<file path="src/rtl/fcf_pkg.sv">
package fcf_pkg;

   localparam int SAMPLE_BITS = 16;
   localparam int COEF_BITS = 16;
   localparam int TAP_INDEX_BITS = 9;
   localparam int TAP_COUNT_BITS = 10;
   localparam logic [TAP_COUNT_BITS-1:0] TAP_COUNT_RESET = 10'd26;
   localparam int QUEUE_DEPTH = 4;
   localparam int QUEUE_PTR_BITS = 2;

   typedef enum logic {
      ITEM_SAMPLE = 1'b0,
      ITEM_TAP = 1'b1
   } fcf_kind_type;

   typedef struct packed {
      fcf_kind_type kind;
      logic [TAP_INDEX_BITS-1:0] tap_index;
      logic signed [SAMPLE_BITS-1:0] value;
   } fcf_item_type;

   typedef struct packed {
      logic full;
      logic empty;
   } fcf_queue_status_type;

   typedef struct packed {
      logic busy;
      logic result_load;
   } fcf_back_status_type;

   typedef enum logic [1:0] {
      BACK_IDLE,
      BACK_RUN,
      BACK_DRAIN,
      BACK_FINISH
   } fcf_back_state_type;

endpackage

</file>
<file path="src/rtl/fcf_queue.sv">
module fcf_queue (
   input  logic                          clock,
   input  logic                          reset,
   input  logic                          push,
   input  fcf_pkg::fcf_item_type         push_data,
   input  logic                          pop,
   output fcf_pkg::fcf_item_type         pop_data,
   output fcf_pkg::fcf_queue_status_type status
);
   import fcf_pkg::*;

   fcf_item_type entry_ff [QUEUE_DEPTH];
   logic [QUEUE_PTR_BITS:0] wr_ptr_ff;
   logic [QUEUE_PTR_BITS:0] wr_ptr_in;
   logic [QUEUE_PTR_BITS:0] rd_ptr_ff;
   logic [QUEUE_PTR_BITS:0] rd_ptr_in;

   always_comb begin
      status.empty = (wr_ptr_ff == rd_ptr_ff);
      status.full = (wr_ptr_ff[QUEUE_PTR_BITS] != rd_ptr_ff[QUEUE_PTR_BITS]) &&
                    (wr_ptr_ff[QUEUE_PTR_BITS-1:0] == rd_ptr_ff[QUEUE_PTR_BITS-1:0]);
      pop_data = entry_ff[rd_ptr_ff[QUEUE_PTR_BITS-1:0]];
      wr_ptr_in = wr_ptr_ff + ((push && !status.full) ? 1'b1 : 1'b0);
      rd_ptr_in = rd_ptr_ff + ((pop && !status.empty) ? 1'b1 : 1'b0);
   end

   always_ff @(posedge clock) begin
      if (reset) begin
         wr_ptr_ff <= '0;
         rd_ptr_ff <= '0;
      end else begin
         wr_ptr_ff <= wr_ptr_in;
         rd_ptr_ff <= rd_ptr_in;
      end
   end

   always_ff @(posedge clock) begin
      if (push && !status.full) begin
         entry_ff[wr_ptr_ff[QUEUE_PTR_BITS-1:0]] <= push_data;
      end
   end

endmodule

</file>
<file path="config.mk">
export PLATFORM = sky130hd
export DESIGN_NAME = fcf_queue
export DESIGN_NICKNAME = d
export VERILOG_FILES = /design/src/rtl/fcf_pkg.sv /design/src/rtl/fcf_queue.sv
export SDC_FILE = /design/constraint.sdc
export NUM_CORES = 1
export LEC_CHECK = 0
export BUFFER_PORTS_ARGS = -buffer_cell sky130_fd_sc_hd__buf_2
export CAP_MARGIN = 25
export CELL_PAD_IN_SITES_DETAIL_PLACEMENT = 1
export CELL_PAD_IN_SITES_GLOBAL_PLACEMENT = 1
export CORE_ASPECT_RATIO = 1.4
export CORE_MARGIN = 2
export CORE_UTILIZATION = 49
export CTS_CLUSTER_DIAMETER = 80
export CTS_CLUSTER_SIZE = 40
export DETAILED_ROUTE_END_ITERATION = 6
export PLACE_DENSITY_LB_ADDON = 0.1
export SKIP_CTS_REPAIR_TIMING = 1
export SYNTH_ARGS = -nofsm -noshare
export SYNTH_HDL_FRONTEND = slang
export SYNTH_SLANG_ARGS = --single-unit
</file>
<file path="constraint.sdc">
create_clock -name clock -period 4.3 [get_ports clock]
set_input_delay 1.075 -clock clock [delete_from_list [all_inputs] [get_ports clock]]
set_output_delay 1.075 -clock clock [all_outputs]
set_load 0.005 [all_outputs]
</file>
==> impl_results.md, run 1 <==
* Met1 Track Usage GR at 23.24%
* First-pass GRT wire length at 12060 um
* CTS root buffer: clkbuf_16
* Slew @ Worst Pin at between 1000 and 1500 ps
* Ports at 58
* Port Buf Inserts at 57
* Clock Latency Late Sink at around 340 ps
* Peak VDD IR at 268.0 uV
* PD cells at 505.5 nW/um^2
* Hold Path Class: flip-flop to flip-flop
* DRT Wirelength at 7711 um
* Commonest cells post-synth: edfxtp_1, mux4_2, mux4_1
* Placed cell areas at 4618 sq um
* Area Growth Syn to Fin at 19.13%
* Met3 usage at 4.306%
* Crit start category: flip-flop
* Iteration-0 DRC Markers at 107
* Crit Path Max Fanout at 15
* Remaining antenna violation count at 0
* Post-synthesis sequential area ratio at 78.19%
* CTS sink cnt at 110
* Synth area leader: edfxtp_1
* Layout cells sized above 1 at 42.51%
* LEAKAGE at between 1.5 and 2 nW
* Final Cell Area at roughly 4900 sq um
* Drt pass-1 iters at 4
* Unrepaired setup endpoints after global routing: false
* Post-synth top flop: edfxtp_1
* Mapped Area at 4148 sq um
* # diodes at 0
* Vias in the first global route at 2161
* Die area at 9227 sq um
* Gr busiest metal: met2
* Worst r2r src: rd_ptr_ff[1]
* Post-synth EDFFs at 104
* Final setup fails at 0
* Area contributors post-synth: edfxtp_1, mux4_2, mux4_1
* Critical path class: flip-flop to primary output
* Core Box Area at 8198 sq um
* Row count at 39
* CTS Buf Count at 9
* Ys async rst share at 0%
* Nets at around 280
* Clock-pin slew on the worst setup and hold paths at 70 ps
* Clk buf depth at 2
* Starting Density at 50.60%
* Syn avg cell area at between 20 and 25 sq um
* GP Congestion at 0.7042
* Total grt overflow at 0
* Top-area cell type share of the netlist area at 75.29%
* Yosys warns at 0
* Initial antenna violation count at 0
* Critical Path Source: rd_ptr_ff[0]
* Post-layout minimum cycle time at 3236 ps
* WL/cell at 22.09 um
* Status: completed
* Final slew viol count at 0
* Horiz. Die Dim at 81.76 um
* Max Freq at 0.3090 GHz
* Synth cell types at 22
* Clock skew at roughly 6.7 ps
* Largest net degree at the start of global routing at 20
* Via count at 1903
* Residual DRC count at 0
* Total of max-cap violations at 0
* Drt via density at between 5 and 6
* Worst EP required at 3220 ps
* Top-count cell post-synth: edfxtp_1
* Die height at 112.9 um
* Total track usage at 18.38%
* Critical Path AT at about 2200 ps
* Mapped Cells at about 170
* Hold path startpoint: wr_ptr_ff[2]
* CTS tree: built
* Number of H-tree levels at 3
* Slew HR at between 30% and 40%
* Routing usage on met2 at 30.95%
* Final period util at 75.25%
* Post-synth net total at 206
* Flops & latches, synth at 110
* Final HPWL DP at 5287 um
* Setup TNS Final at 0 ps
* CP Capture Type: primary output
* Hold Violations, Final at 0
-- per-stage QoR --
stage	hold slack, ps	cells	setup slack [ps]	power (mW)	util [%]
final	554.1	349	1064	2.498	60.27
after global routing	605.0	349	897.3	2.587	60.27
after CTS	571.1	349	1003	2.525	60.27
after detailed placement	550.9	333	1367	1.654	56.33
after global placement	522.2	333	1454	1.630	56.33
after floorplan	502.2	172	626.7	1.514	-
-- cells in the final DEF (no fill, tap or decap) --
master     netlist  routed
nor3_1           1       1
dfxtp_2          0       1
mux4_1           7       7
clkinv_4         0       1
nand3b_1         1       1
clkbuf_16        0       9
edfxtp_1       104     104
inv_1            1       1
a31oi_1          4       1
or3b_2           1       1
a31oi_4          0       3
xnor2_1          4       4
inv_8            0       1
and3_1           1       1
bufinv_16        0       2
nor2_1           2       2
inv_6            0       1
nand3_1          1       1
clkbuf_1         0       1
nand2_1          1       1
ha_1             4       4
a311oi_4         0       1
dfxtp_1          6       5
xor2_1           3       3
buf_4            0       8
clkinv_2         0       1
buf_2            3      57
mux4_2          19      19
o31a_1           1       1
nor2b_1          4       4
-- worst max-delay path, stage by stage, from the launching register on --
cell and delay [ps]:
dfxtp_2 650, buf_4 390, mux4_1 630, buf_2 150
-- kinds of logic (layout without fill, tap and decap cells) --
| kind of cell | count (synthesis) | count (layout) | synth area share, % |
|---|---|---|---|
| flops | 110 | 110 | 78.19 |
| mux | 26 | 26 | 14.75 |
| simple gates | 12 | 12 | 1.659 |
| xor+xnor | 7 | 7 | 1.478 |
| buf+inv | 7 | 82 | 1.689 |
| compound gates | 6 | 6 | 1.026 |
| fa+ha+maj | 4 | 4 | 1.207 |
-- metal layers --
layer / wire, um / vias to the layer above
li1: - / 870
met1: 3143 / 977
met2: 4179 / 50
met3: 318 / 6
met4: 70 / 0
met5: 0 / -
-- where the power goes --
group          switching (mW)  total, mW  internal [mW]
clock                   0.362      0.879          0.517
combinational           0.157      0.344          0.187
sequential             0.0444       1.27           1.23
total                   0.563       2.50           1.93
-- worst paths after layout --
kind                      to  depth (start not counted)  slack (ps)
max reg2reg  entry_ff[0][14]                          4        1730
min reg2reg     wr_ptr_ff[2]                          2         550
min             wr_ptr_ff[2]                          2         550
max             pop_data[17]                          3        1060
-- sequential cells by signal (all words and copies together) (netlist names) --
| signal | count |
|---|---|
| rd_ptr_ff | 3 |
| wr_ptr_ff | 3 |
| entry_ff | 104 |
-- cell type report --
cell class	count	area, sq um
fill	706	3257
sequential	110	3244
multi-input combinational	55	897.1
timing repair buffer	65	345.3
clock buffer	10	229.0
tap	102	127.6
clock inverter	6	93.84
inverter	1	3.754
No activity file was read; power rests on OpenSTA's default activity.
==> inputs of run 2 (changes only) <==
clock period = 3.09 ns   (was 4.3 ns; I/O delays follow)
==> impl_results.md, run 2 (synthesis results as in run 1) <==
* Filler cells at 706
* Unrepaired setup endpoints after global routing: false
* WL met1 at 2990 um
* Status: completed
* LEAKAGE at 1.713 nW
* WP buf/inv at 1
* PD cells at 679.7 nW/um^2
* Ports at 58
* Critical Path AT at 2090 ps
* Crit-path cells: xnor2_1 -> and3_1 -> buf_2
* Horiz. Die Dim at between 80 and 90 um
* CTS Buf Count at 9
* Port Buf Inserts at 57
* Crit Path Max Fanout at 12
* Number of H-tree levels at 3
* Core Box Area at 8198 sq um
* Crit start category: flip-flop
* Max FFs per register at 104
* Peak VDD IR at 435.6 uV
* Clk buf depth at 2
* Setup TNS Final at 0 ps
* Clock skew at about 4.3 ps
* Clock Latency Late Sink at 340 ps
* Total grt overflow at 0
* Iteration-0 DRC Markers at 124
* Met3 WL post-DR at 269 um
* Nets at about 280
* Drt via density at 5.493
* Critical path class: flip-flop to primary output
* CTS root buffer: clkbuf_16
* Drt pass-1 iters at 4
* Hold Violations, Final at 0
* Clock-pin slew on the worst setup and hold paths at 70 ps
* Via count at 1928
* DRT Wirelength at 7486 um
* Max Freq at 0.3493 GHz
* Flop-to-flop setup slack at between 700 and 800 ps
* Die area at 9227 sq um
* Worst EP required at 2320 ps
* CTS tree: built
* Hold Path Class: flip-flop to flip-flop
* # diodes at 0
* Max Used Layer: met4
* GP Congestion at around 0.65
* Final period util at 92.64%
* CP Capture Type: primary output
* Crit path max-delay family: XOR/XNOR gates
* Area Growth Syn to Fin at 19.49%
* Commonest non-fill, non-tap cell in the layout: edfxtp_1
* Slowest CP cell: xnor2_1
* Post-layout minimum cycle time at 2863 ps
* Slew @ Worst Pin at 966.5 ps
* Met2 wire length at 4047 um
* Final HPWL DP at ~5000 um
* Remaining antenna violation count at 0
* Final setup fails at 0
* Critical Path Max Stage Delay at 870 ps
* First-pass GRT wire length at ~12000 um
* Initial antenna violation count at 0
* Die height at 112.9 um
* CTS sink cnt at 110
* Layout cells sized above 1 at around 43%
* Row count at 39
* Final slew viol count at 0
* WL/cell at 21.33 um
* Fin util at 60.45%
* Total of max-cap violations at 0
* Starting Density at 50.60%
* Total track usage at 18.25%
* Vias in the first global route at 2170
* Slew HR at 35.11%
* Most frequent cells in the layout: edfxtp_1, buf_2, mux4_2, clkbuf_16, buf_4
* Residual DRC count at 0
* Largest net degree at the start of global routing at 27
[run 2: layout make-up]
cell class / instances / area, sq um / area share (%)
Clock buffer: 11 / 232.7 / 4.696
Clock inverter: 5 / 50.05 / 1.010
Inverter: 1 / 3.754 / 0.07574
Multi-Input combinational cell: 55 / 897.1 / 18.10
Sequential cell: 110 / 3244 / 65.46
Tap cell: 102 / 127.6 / 2.575
Timing Repair Buffer: 67 / 400.4 / 8.079
[run 2: stage by stage]
step | setup slack, ps | area (sq um) | hold slack [ps] | power (mW) | cells
final | 227.4 | 4956 | 556.5 | 3.368 | 351
after global routing | 113.3 | 4956 | 604.2 | 3.505 | 351
after CTS | 220.3 | 4901 | 555.0 | 3.398 | 349
after detailed placement | 567.8 | 4618 | 540.2 | 2.306 | 333
after global placement | 655.8 | 4618 | 520.5 | 2.278 | 333
after floorplan | 89.44 | 4154 | 502.2 | 2.108 | 172
[run 2: where the power goes]
group | switching, mW | internal, mW | leakage, nW
Combinational | 0.251 | 0.270 | 0.565
Sequential | 0.0317 | 1.71 | 1.00
Clock | 0.481 | 0.623 | 0.143
[run 2: worst paths after layout]
kind | start | endpoint | cells after the start
worst max-delay path | rd_ptr_ff[1] | status[1] | 3
worst min-delay path | wr_ptr_ff[2] | wr_ptr_ff[2] | 2
worst max register to register | rd_ptr_ff[1] | entry_ff[1][16] | 3
worst min register to register | wr_ptr_ff[2] | wr_ptr_ff[2] | 2
[run 2: metal layers]
metal	vias to the layer above	track usage [%]
li1	872	-
met1	1002	22.65
met2	43	29.54
met3	11	5.742
met4	0	7.444
met5	-	0
[run 2: tightest hold or removal path: cells and delay by family (launching register included)]
| family | cells | cell delay (ps) |
|---|---|---|
| xor+xnor | 1 | 80 |
| flops | 1 | 370 |
| simple gates | 1 | 70 |
==> inputs of run 3 (changes only) <==
SETUP_SLACK_MARGIN = 0.5   (was default)
==> impl_results.md, run 3 (synthesis results as in run 1) <==
* Clock skew at around 5.1 ps
* Drt pass-1 iters at 4
* Crit start category: flip-flop
* Sequential share of power at 52.8%
* Clock Power Share at 30.5%
* Final setup fails at 0
* Commonest non-fill, non-tap cell in the layout: edfxtp_1
* PD cells at about 670 nW/um^2
* Iteration-0 DRC Markers at 127
* Unrepaired setup endpoints after global routing: true
* Critical Path AT at 1770 ps
* Vias in the first global route at 2180
* Slew HR at 56.72%
* Worst Hold Depth at 2
* LEAKAGE at 1.697 nW
* Internal at 2.549 mW
* Max FFs per register at 104
* Clock-pin slew on the worst setup and hold paths at around 60 ps
* Clock Latency Late Sink at 340 ps
* Slew @ Worst Pin at 646.0 ps
* Net Sw Frac at a little under a quarter
* Final HPWL DP at around 4800 um
* Die height at 112.9 um
* GP Congestion at 0.8341
* Peak VDD IR at 495.7 uV
* First-pass GRT wire length at 11650 um
* PnR worst setup slack at approximately 540 ps
* # diodes at 0
* Total track usage at approximately 18%
* CTS sink cnt at 110
* CP Capture Type: primary output
* Flop-to-flop setup slack at 1120 ps
* Total grt overflow at 0
* CTS Buf Count at 9
* WL/cell at 21.00 um
* Final slew viol count at 0
* Hold Violations, Final at 0
* Horiz. Die Dim at 81.76 um
* Starting Density at 50.60%
* Number of H-tree levels at 3
* Nets at 279
* Setup TNS Final at 0 ps
* Fin util at 60.26%
* Largest net degree at the start of global routing at 29
* Hold Crit Endpoint: wr_ptr_ff[2]
* Port Buf Inserts at 57
* Filler cells at approximately 710
* Status: completed
* Critical path class: flip-flop to primary output
* Area Growth Syn to Fin at 19.10%
* DRT Wirelength at approximately 7400 um
* CTS tree: built
* Pre-CTS setup slack at 665.1 ps
* Row count at 39
* Die area at 9227 sq um
* Psw at around 0.76 mW
* Ports at 58
* Clk buf depth at 2
* Hold Path Class: flip-flop to flip-flop
* Power share of the combinational group at 16.8%
* Crit Path Max Fanout at 7
* CTS root buffer: clkbuf_16
* Worst EP required at approximately 2300 ps
* Hold path startpoint: wr_ptr_ff[2]
* Post-layout minimum cycle time at around 2500 ps
* Worst r2r src: wr_ptr_ff[0]
* Core Box Area at 8198 sq um
* Total of max-cap violations at 0
* R2R cell count at 3
* Via count at 1936
* Residual DRC count at 0
* Worst R2R End: entry_ff[1][17]
* Drt via density at 5.516
* Max Freq at 0.3926 GHz
* Remaining antenna violation count at 0
* Layout cells sized above 1 at 42.57%
* Final period util at 82.42%
* Most frequent cells in the layout: edfxtp_1, buf_2, mux4_2, clkbuf_16, buf_4
* Initial antenna violation count at 0
run 3: worst max-delay path by stage:
stage                 start        endpoint  depth (start not counted)
6_report       rd_ptr_ff[0]       status[1]                          4
5_1_grt        rd_ptr_ff[0]       status[1]                          4
4_1_cts        rd_ptr_ff[0]       status[1]                          3
3_5_place_dp   rd_ptr_ff[0]       status[1]                          3
3_3_place_gp   rd_ptr_ff[0]       status[1]                          3
2_1_floorplan          push  entry_ff[2][0]                          2
run 3: metal layers:
metal / GRT usage [%] / part of all wire [%] / vias to the layer above
li1: - / - / 880
met1: 22.11 / 39 / 998
met2: 29.49 / 55 / 44
met3: 4.226 / 3.2 / 14
met4: 8.667 / 2.6 / 0
met5: 0 / 0 / -
run 3: cell type report:
class	instances	area (sq um)	area share [%]
clock buffer	11	232.7	4.711
clock inverter	4	23.77	0.4813
inverter	1	3.754	0.07599
multi-input combinational	55	912.1	18.47
sequential	110	3247	65.73
tap	102	127.6	2.584
timing repair buffer	68	392.9	7.953
run 3: worst max-delay path: stages (launching register included):
cell,delay [ps]
dfxtp_4,380
buf_4,150
xnor2_2,530
and3_1,250
buf_2,120
run 3: metrics by stage:
stage	cell area [sq um]	power (mW)	instances	hold slack (ps)
floorplan	4173	2.112	172	502.2
global placement	4636	2.293	332	521.3
detailed placement	4636	2.318	332	534.1
CTS	4892	3.330	347	553.2
global route	4940	3.454	351	584.6
finish	4940	3.312	351	543.7
run 3: power by group through the flow:
stage                     registers [mW]  clock network (mW)  logic (mW)
after floorplan                     1.76                   0       0.351
after global placement              1.78                   0       0.509
after detailed placement            1.79                   0       0.527
after global routing                1.76                1.09       0.608
after CTS                           1.76                1.04       0.528
final                               1.75                1.01       0.555
